$ cat src/sv/spimdc_pkg.sv
// Shared types, register codes and helpers of the SPI controller with data/command line.
package spimdc_pkg;

    // Widths of the word fields
    localparam int unsigned WORD_W    = 16;
    localparam int unsigned NBITS_W   = 5;
    localparam int unsigned POS_W     = 4;
    localparam int unsigned CFG_IDX_W = 3;
    localparam int unsigned CFG_DAT_W = 8;

    // Configuration register indexes
    localparam logic [CFG_IDX_W-1:0] CFG_WORD_BITS      = 3'd0;
    localparam logic [CFG_IDX_W-1:0] CFG_CLOCK_PHASE    = 3'd1;
    localparam logic [CFG_IDX_W-1:0] CFG_CLOCK_POLARITY = 3'd2;
    localparam logic [CFG_IDX_W-1:0] CFG_PRESCALE       = 3'd3;
    localparam logic [CFG_IDX_W-1:0] CFG_RATE_DIVIDER   = 3'd4;
    localparam logic [CFG_IDX_W-1:0] CFG_ENABLE         = 3'd5;

    // Reset values of the registers
    localparam logic [NBITS_W-1:0]   RST_WORD_BITS = 5'd8;
    localparam logic [CFG_DAT_W-1:0] RST_PRESCALE  = 8'd4;
    localparam logic [CFG_DAT_W-1:0] RST_RATE_DIV  = 8'd1;

    // Word size limits
    localparam logic [NBITS_W-1:0] MIN_BITS = 5'd4;
    localparam logic [NBITS_W-1:0] MAX_BITS = 5'd16;

    typedef struct packed {
        logic              mode;
        logic [WORD_W-1:0] tx_word;
        logic [WORD_W-1:0] partner_word;
    } t_in_word;

    typedef struct packed {
        logic              mosi_bit;
        logic              dc_level;
        logic [POS_W-1:0]  bit_position;
        logic              last_bit;
        logic [WORD_W-1:0] rx_word;
    } t_out_word;

    typedef struct packed {
        logic [CFG_IDX_W-1:0] index;
        logic [CFG_DAT_W-1:0] data;
    } t_cfg_word;

    // Commands from the controller to the datapath
    typedef struct packed {
        logic load;
        logic emit;
    } t_ctl;

    // Status from the datapath to the controller
    typedef struct packed {
        logic tick_done;
        logic last;
    } t_sts;

    // Saturate the configured word size to four..sixteen
    function automatic logic [NBITS_W-1:0] eff_bits(input logic [NBITS_W-1:0] bits);
        logic [NBITS_W-1:0] res;
        res = bits;
        if (bits < MIN_BITS) begin
            res = MIN_BITS;
        end else if (bits > MAX_BITS) begin
            res = MAX_BITS;
        end
        return res;
    endfunction

endpackage

$ cat src/sv/spimdc_if.sv
// Handshake channel interfaces: input word, result word and configuration write.
interface spimdc_in_if;
    logic                valid;
    logic                ready;
    spimdc_pkg::t_in_word data;
    modport source (output valid, output data, input ready);
    modport sink   (input valid, input data, output ready);
endinterface

interface spimdc_out_if;
    logic                 valid;
    logic                 ready;
    spimdc_pkg::t_out_word data;
    modport source (output valid, output data, input ready);
    modport sink   (input valid, input data, output ready);
endinterface

interface spimdc_cfg_if;
    logic                 valid;
    logic                 ready;
    spimdc_pkg::t_cfg_word data;
    modport source (output valid, output data, input ready);
    modport sink   (input valid, input data, output ready);
endinterface

$ cat src/sv/spimdc_datapath.sv
// Datapath: shift registers, bit counter, bit-period timer and result register.
module spimdc_datapath (
    input  logic                                i_clk,
    input  logic                                i_rst_n,
    input  spimdc_pkg::t_ctl                    i_ctl,
    input  spimdc_pkg::t_in_word                i_item,
    input  logic [spimdc_pkg::NBITS_W-1:0]      i_word_bits,
    input  logic [spimdc_pkg::CFG_DAT_W-1:0]    i_prescale,
    input  logic [spimdc_pkg::CFG_DAT_W-1:0]    i_rate_div,
    output spimdc_pkg::t_sts                    o_sts,
    output spimdc_pkg::t_out_word               o_result
);

    logic [spimdc_pkg::WORD_W-1:0]    r_shift_out, r_shift_in, r_partner;
    logic [spimdc_pkg::NBITS_W-1:0]   r_nbits, r_bit_cnt;
    logic                             r_dc_line;
    logic [spimdc_pkg::CFG_DAT_W-1:0] r_pre_cnt, r_div_cnt;
    spimdc_pkg::t_out_word            r_result;

    logic [spimdc_pkg::NBITS_W-1:0]   n_nbits;
    logic [spimdc_pkg::NBITS_W-1:0]   n_align;
    logic [spimdc_pkg::CFG_DAT_W-1:0] pre_term;
    logic [spimdc_pkg::WORD_W-1:0]    n_shift_in;
    logic                             last;
    logic                             pre_done;

    // Left-align the word so the MSB of the sized word sits at the top
    assign n_nbits = spimdc_pkg::eff_bits(i_word_bits);
    assign n_align = spimdc_pkg::MAX_BITS - n_nbits;

    // Bit-period timer terminal counts; a zero prescale acts as one
    assign pre_term = (i_prescale == '0) ? '0 : i_prescale - 8'd1;
    assign pre_done = (r_pre_cnt == pre_term);

    assign last       = (r_bit_cnt == r_nbits - 5'd1);
    assign n_shift_in = {r_shift_in[spimdc_pkg::WORD_W-2:0], r_partner[spimdc_pkg::WORD_W-1]};

    assign o_sts.tick_done = pre_done && (r_div_cnt == i_rate_div);
    assign o_sts.last      = last;
    assign o_result        = r_result;

    // Advance the bit-period timer; restart it on load and on every emitted bit
    always_ff @(posedge i_clk) begin
        if (!i_rst_n || i_ctl.load || i_ctl.emit) begin
            r_pre_cnt <= '0;
            r_div_cnt <= '0;
        end else if (!o_sts.tick_done) begin
            if (pre_done) begin
                r_pre_cnt <= '0;
                r_div_cnt <= r_div_cnt + 8'd1;
            end else begin
                r_pre_cnt <= r_pre_cnt + 8'd1;
            end
        end
    end

    // Load the word, then shift one bit per emitted result
    always_ff @(posedge i_clk) begin
        if (!i_rst_n) begin
            r_bit_cnt <= '0;
            r_nbits   <= spimdc_pkg::RST_WORD_BITS;
            r_dc_line <= 1'b1;
        end else if (i_ctl.load) begin
            r_bit_cnt <= '0;
            r_nbits   <= n_nbits;
            r_dc_line <= ~i_item.mode;
        end else if (i_ctl.emit) begin
            r_bit_cnt <= r_bit_cnt + 5'd1;
        end
    end

    always_ff @(posedge i_clk) begin
        if (i_ctl.load) begin
            r_shift_out <= i_item.tx_word << n_align;
            r_partner   <= i_item.partner_word << n_align;
            r_shift_in  <= '0;
        end else if (i_ctl.emit) begin
            r_shift_out <= r_shift_out << 1;
            r_partner   <= r_partner << 1;
            r_shift_in  <= n_shift_in;
        end
    end

    // Capture the result word for the output channel
    always_ff @(posedge i_clk) begin
        if (i_ctl.emit) begin
            r_result.mosi_bit     <= r_shift_out[spimdc_pkg::WORD_W-1];
            r_result.dc_level     <= r_dc_line;
            r_result.bit_position <= r_bit_cnt[spimdc_pkg::POS_W-1:0];
            r_result.last_bit     <= last;
            r_result.rx_word      <= last ? n_shift_in : '0;
        end
    end

endmodule

$ cat src/sv/spimdc_ctrl.sv
// Controller: word sequencing state machine and result valid flag.
module spimdc_ctrl (
    input  logic             i_clk,
    input  logic             i_rst_n,
    input  logic             i_in_valid,
    input  logic             i_enable,
    input  logic             i_out_ready,
    input  spimdc_pkg::t_sts i_sts,
    output spimdc_pkg::t_ctl o_ctl,
    output logic             o_in_ready,
    output logic             o_out_valid
);

    typedef enum logic {
        S_IDLE,
        S_SHIFT
    } t_state;

    t_state r_state, n_state;
    logic   r_out_valid, n_out_valid;
    logic   out_free;
    logic   accept;

    assign out_free    = !r_out_valid || i_out_ready;
    assign o_in_ready  = (r_state == S_IDLE);
    assign accept      = i_in_valid && o_in_ready;
    assign o_out_valid = r_out_valid;

    // Load on an enabled word; drop it when disabled; emit when timer and output allow
    always_comb begin
        n_state     = r_state;
        n_out_valid = r_out_valid && !i_out_ready;
        o_ctl.load  = 1'b0;
        o_ctl.emit  = 1'b0;
        case (r_state)
            S_IDLE: begin
                if (accept && i_enable) begin
                    o_ctl.load = 1'b1;
                    n_state    = S_SHIFT;
                end
            end
            S_SHIFT: begin
                if (i_sts.tick_done && out_free) begin
                    o_ctl.emit  = 1'b1;
                    n_out_valid = 1'b1;
                    if (i_sts.last) begin
                        n_state = S_IDLE;
                    end
                end
            end
            default: begin
                n_state = S_IDLE;
            end
        endcase
    end

    // Hold state and the result valid flag
    always_ff @(posedge i_clk) begin
        if (!i_rst_n) begin
            r_state     <= S_IDLE;
            r_out_valid <= 1'b0;
        end else begin
            r_state     <= n_state;
            r_out_valid <= n_out_valid;
        end
    end

    a_emit_in_shift: assert property (@(posedge i_clk) disable iff (!i_rst_n)
        o_ctl.emit |-> r_state == S_SHIFT)
        else $error("bit emitted outside a word");

    a_last_ends_word: assert property (@(posedge i_clk) disable iff (!i_rst_n)
        (o_ctl.emit && i_sts.last) |=> (r_state == S_IDLE && r_out_valid))
        else $error("word did not end after its last bit");

    a_load_starts_word: assert property (@(posedge i_clk) disable iff (!i_rst_n)
        o_ctl.load |=> r_state == S_SHIFT)
        else $error("load did not start a word");

    a_no_overwrite: assert property (@(posedge i_clk) disable iff (!i_rst_n)
        (r_out_valid && !i_out_ready) |-> !o_ctl.emit)
        else $error("result overwritten while stalled");

endmodule

$ cat src/sv/spi_master_with_data_command_line_core.sv
// Top level of the SPI controller with data/command line: registers, controller, datapath.
//
//  port    dir  payload                                         handshake
//  i_in    in   mode, tx_word, partner_word                     valid/ready
//  o_out   out  mosi_bit, dc_level, bit_position, last_bit, rx  valid/ready
//  i_cfg   in   index, data                                     valid/ready (always ready)
//
// One word is loaded, then sent as word_bits bits, each bit period set by prescale
// and rate_divider as counted by the bit-period timer.
// At reset: word_bits 8, prescale 4, rate_divider 1, disabled, data/command line high.
// A stalled result holds the next bit until the output word is taken.
// Words arriving while disabled are taken and dropped.
module spi_master_with_data_command_line_core (
    input  logic         i_clk,
    input  logic         i_rst_n,
    spimdc_in_if.sink    i_in,
    spimdc_out_if.source o_out,
    spimdc_cfg_if.sink   i_cfg
);

    logic [spimdc_pkg::NBITS_W-1:0]   r_word_bits;
    logic [spimdc_pkg::CFG_DAT_W-1:0] r_prescale;
    logic [spimdc_pkg::CFG_DAT_W-1:0] r_rate_div;
    logic                             r_enable;

    spimdc_pkg::t_ctl ctl;
    spimdc_pkg::t_sts sts;

    assign i_cfg.ready = 1'b1;

    // Write the configuration registers; phase and polarity writes have no effect here
    always_ff @(posedge i_clk) begin
        if (!i_rst_n) begin
            r_word_bits <= spimdc_pkg::RST_WORD_BITS;
            r_prescale  <= spimdc_pkg::RST_PRESCALE;
            r_rate_div  <= spimdc_pkg::RST_RATE_DIV;
            r_enable    <= 1'b0;
        end else if (i_cfg.valid) begin
            case (i_cfg.data.index)
                spimdc_pkg::CFG_WORD_BITS:
                    r_word_bits <= i_cfg.data.data[spimdc_pkg::NBITS_W-1:0];
                spimdc_pkg::CFG_PRESCALE:     r_prescale <= i_cfg.data.data;
                spimdc_pkg::CFG_RATE_DIVIDER: r_rate_div <= i_cfg.data.data;
                spimdc_pkg::CFG_ENABLE:       r_enable   <= i_cfg.data.data[0];
                default: begin
                end
            endcase
        end
    end

    spimdc_ctrl u_ctrl (
        .i_clk       (i_clk),
        .i_rst_n     (i_rst_n),
        .i_in_valid  (i_in.valid),
        .i_enable    (r_enable),
        .i_out_ready (o_out.ready),
        .i_sts       (sts),
        .o_ctl       (ctl),
        .o_in_ready  (i_in.ready),
        .o_out_valid (o_out.valid)
    );

    spimdc_datapath u_datapath (
        .i_clk       (i_clk),
        .i_rst_n     (i_rst_n),
        .i_ctl       (ctl),
        .i_item      (i_in.data),
        .i_word_bits (r_word_bits),
        .i_prescale  (r_prescale),
        .i_rate_div  (r_rate_div),
        .o_sts       (sts),
        .o_result    (o_out.data)
    );

endmodule
$ cat src/flat_wrapper.sv
// flat-port wrapper written by rule: the top's interface ports become plain ports
module spi_master_with_data_command_line_core_flat 
  (i_clk, i_rst_n, i_in_valid, i_in_data, i_in_ready, o_out_valid, o_out_data, o_out_ready, i_cfg_valid, i_cfg_data, i_cfg_ready);
  spimdc_in_if i_in_i ();
  spimdc_out_if o_out_i ();
  spimdc_cfg_if i_cfg_i ();
  input  logic i_clk;
  input  logic i_rst_n;
  input wire logic [$bits(i_in_i.valid)-1:0] i_in_valid;
  input wire logic [$bits(i_in_i.data)-1:0] i_in_data;
  output wire logic [$bits(i_in_i.ready)-1:0] i_in_ready;
  output wire logic [$bits(o_out_i.valid)-1:0] o_out_valid;
  output wire logic [$bits(o_out_i.data)-1:0] o_out_data;
  input wire logic [$bits(o_out_i.ready)-1:0] o_out_ready;
  input wire logic [$bits(i_cfg_i.valid)-1:0] i_cfg_valid;
  input wire logic [$bits(i_cfg_i.data)-1:0] i_cfg_data;
  output wire logic [$bits(i_cfg_i.ready)-1:0] i_cfg_ready;
  assign i_in_i.valid = i_in_valid;
  assign i_in_i.data = i_in_data;
  assign i_in_ready = i_in_i.ready;
  assign o_out_valid = o_out_i.valid;
  assign o_out_data = o_out_i.data;
  assign o_out_i.ready = o_out_ready;
  assign i_cfg_i.valid = i_cfg_valid;
  assign i_cfg_i.data = i_cfg_data;
  assign i_cfg_ready = i_cfg_i.ready;
  spi_master_with_data_command_line_core u_core (.i_clk(i_clk), .i_rst_n(i_rst_n), .i_in(i_in_i), .o_out(o_out_i), .i_cfg(i_cfg_i));
endmodule
$ cat config.mk
export PLATFORM = sky130hd
export DESIGN_NAME = spi_master_with_data_command_line_core_flat
export DESIGN_NICKNAME = d
export VERILOG_FILES = /design/src/sv/spimdc_pkg.sv /design/src/sv/spimdc_if.sv /design/src/sv/spimdc_datapath.sv /design/src/sv/spimdc_ctrl.sv /design/src/sv/spi_master_with_data_command_line_core.sv /design/src/flat_wrapper.sv
export SDC_FILE = /design/constraint.sdc
export NUM_CORES = 1
export LEC_CHECK = 0
export ABC_AREA = 0
export BUFFER_PORTS_ARGS = -buffer_cell sky130_fd_sc_hd__buf_2
export CORE_ASPECT_RATIO = 0.9
export CORE_MARGIN = 10
export CORE_UTILIZATION = 45
export DETAILED_ROUTE_END_ITERATION = 8
export GPL_TIMING_DRIVEN = 0
export SLEW_MARGIN = 20
export SYNTH_ARGS = -nofsm -noshare
export SYNTH_HDL_FRONTEND = slang
export SYNTH_SLANG_ARGS = --single-unit
$ cat constraint.sdc
create_clock -name i_clk -period 9.4 [get_ports i_clk]
set_input_delay 1.41 -clock i_clk [delete_from_list [all_inputs] [get_ports i_clk]]
set_output_delay 1.41 -clock i_clk [all_outputs]
set_load 0.02 [all_outputs]
# Yosys cells after proc, flatten, opt, wreduce, memory -nomap -nowiden
# Index checks and enable logic that the tools add are counted.
# W data, S select, Z words.
word_totals:
  reg_bits: 121
  in_bits: 49
  output_inout_bits: 26
  word_cells: 76
classes:
  n_addsub: 6
  magnitude_cmp: 2
  n_eq_ne: 6
  n_shift: 2
  muxes: 17
  n_bitwise: 4
  n_reduce_logical: 20
ops:
  columns: ["cell", "n"]
  rows:
  - ["$mux W16", 4]
  - ["$shl A16 B5 Y16", 2]
  - ["$add A8 B1 Y8 const B", 2]
  - ["$eq A8 B8 Y1", 2]
  - ["$mux W8", 2]
  - ["$mux W5", 2]
  - ["$reduce_and A2 Y1", 5]
  - ["$logic_not A8 Y1", 1]
  - ["$mux W1", 8]
  - ["$sub A8 B1 Y8 const B", 1]
  - ["$eq A3 B3 Y1 const B", 2]
  - ["$add A5 B1 Y5 const B", 1]
  - ["$eq A5 B5 Y1", 1]
  - ["$gt A5 B5 Y1 const B", 1]
  - ["$logic_and A1 B1 Y1", 5]
  - ["$lt A5 B3 Y1 const B", 1]
  - ["$sub A5 B1 Y5 const B", 1]
  - ["$sub A5 B5 Y5 const A", 1]
  - ["$not A1 Y1", 4]
  - ["$eq A3 B2 Y1 const B", 1]
  - ["$logic_not A1 Y1", 3]
  - ["$logic_not A3 Y1", 1]
  - ["$logic_or A1 B1 Y1", 3]
  - ["$pmux W1 S2", 1]
  - ["2 further kinds", 2]

# Depth between registers and ports, before layout
depth:
  word_depth: 9
  mapped_depth: 13
  depth_no_buf: 10

# Modules after synthesis
# A second synthesis with hierarchy kept.
unflattened:
  cells_unflattened: 656
  area_unflattened_um2: 6655.1
by_module_without_submodules:
  columns: ["mod", "instances", "cells_each", "area_per_inst_um2", "seq_area_each_um2"]
  rows:
  - ["spimdc_datapath", 1, 554, 5667.9, 2492.4]
  - ["spi_master_with_data_command_line_core", 1, 90, 883.3, 440.4]
  - ["spimdc_ctrl", 1, 12, 103.8, 40.0]

# Worst setup path before layout
# No wires, ideal clock.
synth_path:
  kind: "reg2reg"
  startpoint: "register u_core.r_prescale[0] (netlist bit)"
  endpoint: "register u_core.u_datapath.r_result (netlist bit u_core.u_datapath.o_result[0]), enable pin"
  setup_time_ns: 0.465
  arrival_time_ns: 4.196
  t_required_ns: 8.935
  setup_slack_ns: 4.740
  path_stages_with_launch: 9
  n_path_buf: 1
  synth_period_minus_slack_ns: 4.660
  path_cell_list: "dfxtp_1 inv_1 ha_1 or4b_1 clkbuf_1 o211ai_1 o22ai_1 o21ai_2 nor4_1"
synth_rtl:
  columns: ["element", "line", "source"]
  rows:
  - ["from (decl)", "spi_master_with_data_command_line_core.sv:22", "logic [spimdc_pkg::CFG_DAT_W-1:0] r_prescale;"]
  - ["from (signal assigned)", "spi_master_with_data_command_line_core.sv:35", "r_prescale <= spimdc_pkg::RST_PRESCALE;"]
  - ["from (signal assigned)", "spi_master_with_data_command_line_core.sv:42", "spimdc_pkg::CFG_PRESCALE: r_prescale <= i_cfg.data.data;"]
  - ["to (decl)", "spimdc_datapath.sv:18", "spimdc_pkg::t_out_word r_result;"]

# Worst setup path after layout
layout_path:
  startpoint: "register u_core.r_word_bits[4] (netlist bit)"
  endpoint: "register u_core.u_datapath.r_partner[15] (netlist bit), data pin"
layout_via:
  elab_chain_len: 6
  elab_cells_between_ends: 7
  classes_between: "add/sub: 1; order compare: 2; shift: 1; mux: 3"
layout_rtl:
  columns: ["element", "line", "source"]
  rows:
  - ["from (decl)", "spi_master_with_data_command_line_core.sv:21", "logic [spimdc_pkg::NBITS_W-1:0] r_word_bits;"]
  - ["from (signal assigned)", "spi_master_with_data_command_line_core.sv:34", "r_word_bits <= spimdc_pkg::RST_WORD_BITS;"]
  - ["from (signal assigned)", "spi_master_with_data_command_line_core.sv:41", "r_word_bits <= i_cfg.data.data[spimdc_pkg::NBITS_W-1:0];"]
  - ["$gt A5 B5 Y1", "spimdc_pkg.sv:65", "end else if (bits > MAX_BITS) begin"]
  - ["$mux W5", "spimdc_pkg.sv:65", null]
  - ["$mux W5 *", "spimdc_pkg.sv:63", "if (bits < MIN_BITS) begin"]
  - ["$sub A5 B5 Y5 *", "spimdc_datapath.sv:29", "assign n_align = spimdc_pkg::MAX_BITS - n_nbits;"]
  - ["$shl A16 B5 Y16 *", "spimdc_datapath.sv:75", "r_partner <= i_item.partner_word << n_align;"]
  - ["$mux W16 *", "spimdc_datapath.sv:73", "if (i_ctl.load) begin"]
  - ["to (signal assigned)", "spimdc_datapath.sv:75", null]
  - ["to (signal assigned)", "spimdc_datapath.sv:79", "r_partner <= r_partner << 1;"]
  - ["to (decl)", "spimdc_datapath.sv:14", "logic [spimdc_pkg::WORD_W-1:0] r_shift_out, r_shift_in, r_partner;"]
# Every way passes the cells marked *; elsewhere a longest branch is shown, timed or not.
# A chain may end at the register's enable or synchronous reset.

==> flow_metrics.tcl <==
set metrics [dict create \
    hold_class "flop to flop" \
    p_per_area_mw_per_mm2 168.5 \
    syn_area_per_cell_um2 9.814 \
    slowest_stage "xnor2_1" \
    setup_violations 0 \
    tightestPinTransition_ps 1055 \
    synth_top_family_by_area "compound AO/OA/AOI/OAI gates" \
    num-fill-cells 1355 \
    via_per_inst 5.764 \
    synth_async_sr_flop_share_pct 0 \
    ir_drop_mv 0.1379 \
    routed-via-count 5666 \
    max_stage_delay_ps 840 \
    synth-simple-area-share_pct 16.82 \
    io_pins 75 \
    grt_max_degree 21 \
    drv_cap 0 \
    postRouteWirelength_um 17360 \
    worstPathArrival_ps 4190 \
    first_global_vias 5624 \
    hold_violations 0 \
    dieArea_mm2 0.02003 \
    stdcell_count 983 \
    hold_path_depth 0 \
    fp.dieH_um 135.3 \
    rows 42 \
    path_buf_inv 5 \
    max_freq_mhz 247.1 \
    crit_cells 11 \
    setup-tns-final_ps 0 \
    synth_xor_area_share_pct 3.164 \
    drt_iter0_markers 512 \
    startpoint_type "flop" \
    synth_top_area_cell "edfxtp_1" \
    synth_area_mm2 0.006644 \
    placed_cell_area_mm2 0.007321 \
    design_area_mm2 0.007899 \
    route.detailed.drc 0 \
    cts_sinks 121 \
    rsz0062_at_grt "false" \
    post_drt_wl_per_cell_um 17.66 \
    required_ps 9550 \
    dp_hpwl_um 12940 \
    min_period_ps 4047 \
    synth_cells 677 \
    synth_compound_area_share_pct 17.06 \
    clk_latency_ps 420 \
    start_util_pct 45.48 \
    core_mm2 0.01461 \
    final_nets 827 \
    synthesis.nets 732 \
    critPathKind "flop to flop" \
    cts_tree "done" \
    synthAdderAreaFrac_pct 1.130 \
    synth_top_area_share_pct 24.86 \
    cts_buffers 17 \
    p_leak_nw 3.029 \
    crit_fanout 10 \
    yosys_warnings 0 \
    holdBufCountCts 0 \
    crit_path_cell_trace "o21ba_2 > and2_1 > clkbuf_1 > inv_1 > buf_2 > ha_1 > inv_1 > xnor2_1 > clkbuf_1 > mux2i_1 > o221ai_1" \
    port_buffers 72 \
    synthTopCellsByArea "edfxtp_1 (25%), dfxtp_1 (20%), mux2i_1 (8.3%)" \
    antenna_found_initial 0 \
    cts_buffer_depth 2 \
    synth_mux_area_share_pct 13.20 \
    clk_pin_slew_ps 50 \
    die_w_um 148.1 \
    cts_resized 0 \
    slew_violations 0 \
    layout-drive-gt1-share_pct 18.73 \
    synth_cell_types 71 \
    slew_headroom_pct 29.17 \
    outcome "finished clean" \
    cp-end-kind "flop" \
    grt_overflow 0 \
    r2r_cells 11 \
    ys_ff_latch 121 \
    cts_setup_buffers 0 \
    critPathTopFamily "buffers and inverters" \
    grt_usage_pct 17.66 \
    cts_root_buf "clkbuf_16" \
    grt_pass1_wl_um 28790 \
    clock-skew-final_ps 13.15 \
    htreeDepth 4 \
    postRouteAntennaNets 0 \
    yosysSeqAreaShare_pct 44.75 \
    synth_edf_count 55 \
    antennaDiodeCount 0 \
    drt_first_pass_iters 6 \
    post-route-period-util_pct 43.06 \
    gp_congestion 0.8678 \
    dp.cells 951 \
    area_growth_pct 18.89 \
    synthFlopType "dfxtp_1" \
    fin_total_pwr_mw 1.331 \
]
-- logic make-up after synthesis --
logic type,count (synthesis)
buf+inv,62
other cells,1
compound gates,176
xor+xnor,24
mux,70
fa+ha+maj,6
simple gates,217
flops,121
-- state kept, by name (all words and copies together) (netlist names), 5 cells and up --
register and cells:
u_core.r_prescale 8, u_core.r_rate_div 8, u_core.r_word_bits 5, u_core.u_datapath.o_result 23, u_core.u_datapath.r_bit_cnt 5, u_core.u_datapath.r_div_cnt 8
u_core.u_datapath.r_nbits 5, u_core.u_datapath.r_partner 16, u_core.u_datapath.r_pre_cnt 8, u_core.u_datapath.r_shift_in 15, u_core.u_datapath.r_shift_out 16
-- layer usage --
layer  vias up  GRT usage (%)  routed length (um)
li1       2717              -                   -
met1      2673          24.62                8329
met2       257          25.69                7327
met3        19          5.344                1495
met4         0          5.391                 206
met5         -              0                   0
-- cell type report --
cell class	count	area, um2	area share, %
Inverter	21	78.83	0.9979
Buffer	41	175.2	2.218
Sequential cell	121	2973	37.64
Timing Repair Buffer	76	405.4	5.132
Tap cell	198	247.7	3.136
Clock buffer	21	450.4	5.703
Multi-Input combinational cell	494	3441	43.56
Clock inverter	11	127.6	1.616
-- synth_stat cells (3+ instances only) --
master and instances:
and3_1 8, xnor2_1 13, ha_1 6, and2_1 22, o2111ai_1 3, mux4_2 14, nand4_1 7, a22o_1 6
a21oi_1 55, o22ai_1 3, o21ai_1 27, inv_1 20, or2_2 5, o21ai_0 23, or3_1 7, nor2_1 23
nor2b_1 3, nor3_1 10, xor2_1 11, nand2_1 75, clkbuf_1 29, nand3_1 32, dfxtp_1 66, edfxtp_1 55
a22oi_1 6, o211ai_1 12, mux2i_1 55, buf_2 8, nor4_1 6, a2bb2oi_1 3, o31ai_1 3, buf_4 3
o221ai_1 8
-- per-stage QoR --
stage	hold slack, ps	utilization [%]	setup WS [ps]
floorplan	400.3	-	4740
global placement	412.3	49.64	3410
detailed placement	421.5	50.11	5416
CTS	434.5	54.07	5360
global route	438.8	54.07	4923
finish	426.2	54.07	5353
-- cell usage in the layout, fill, tap and decap left out, types with 11 or more instances in the layout --
cell type	n
inv_1	20
o21ai_1	26
clkbuf_1	32
clkbuf_16	17
o21ai_0	23
edfxtp_1	55
nand3_1	32
dfxtp_1	66
mux2i_1	55
xnor2_1	13
o211ai_1	12
mux4_2	14
nand2_1	75
nor2_1	23
buf_2	82
xor2_1	11
and2_1	22
a21oi_1	55
-- where the power goes --
| part | internal [mW] | switching [mW] | total [mW] |
|---|---|---|---|
| sequential | 0.552 | 0.00627 | 0.558 |
| combinational | 0.0486 | 0.0833 | 0.132 |
| clock | 0.418 | 0.223 | 0.640 |
| total | 1.02 | 0.312 | 1.33 |
-- final timing paths --
check,start,slack [ps],to
max,u_core.r_word_bits[4],5350,u_core.u_datapath.r_partner[15]
min reg2reg,u_core.u_datapath.r_shift_out[15],430,u_core.u_datapath.o_result[22]
min,u_core.u_datapath.r_shift_out[15],430,u_core.u_datapath.o_result[22]
max reg2reg,u_core.r_word_bits[4],5350,u_core.u_datapath.r_partner[15]
(Power assumes the default switching activity.)
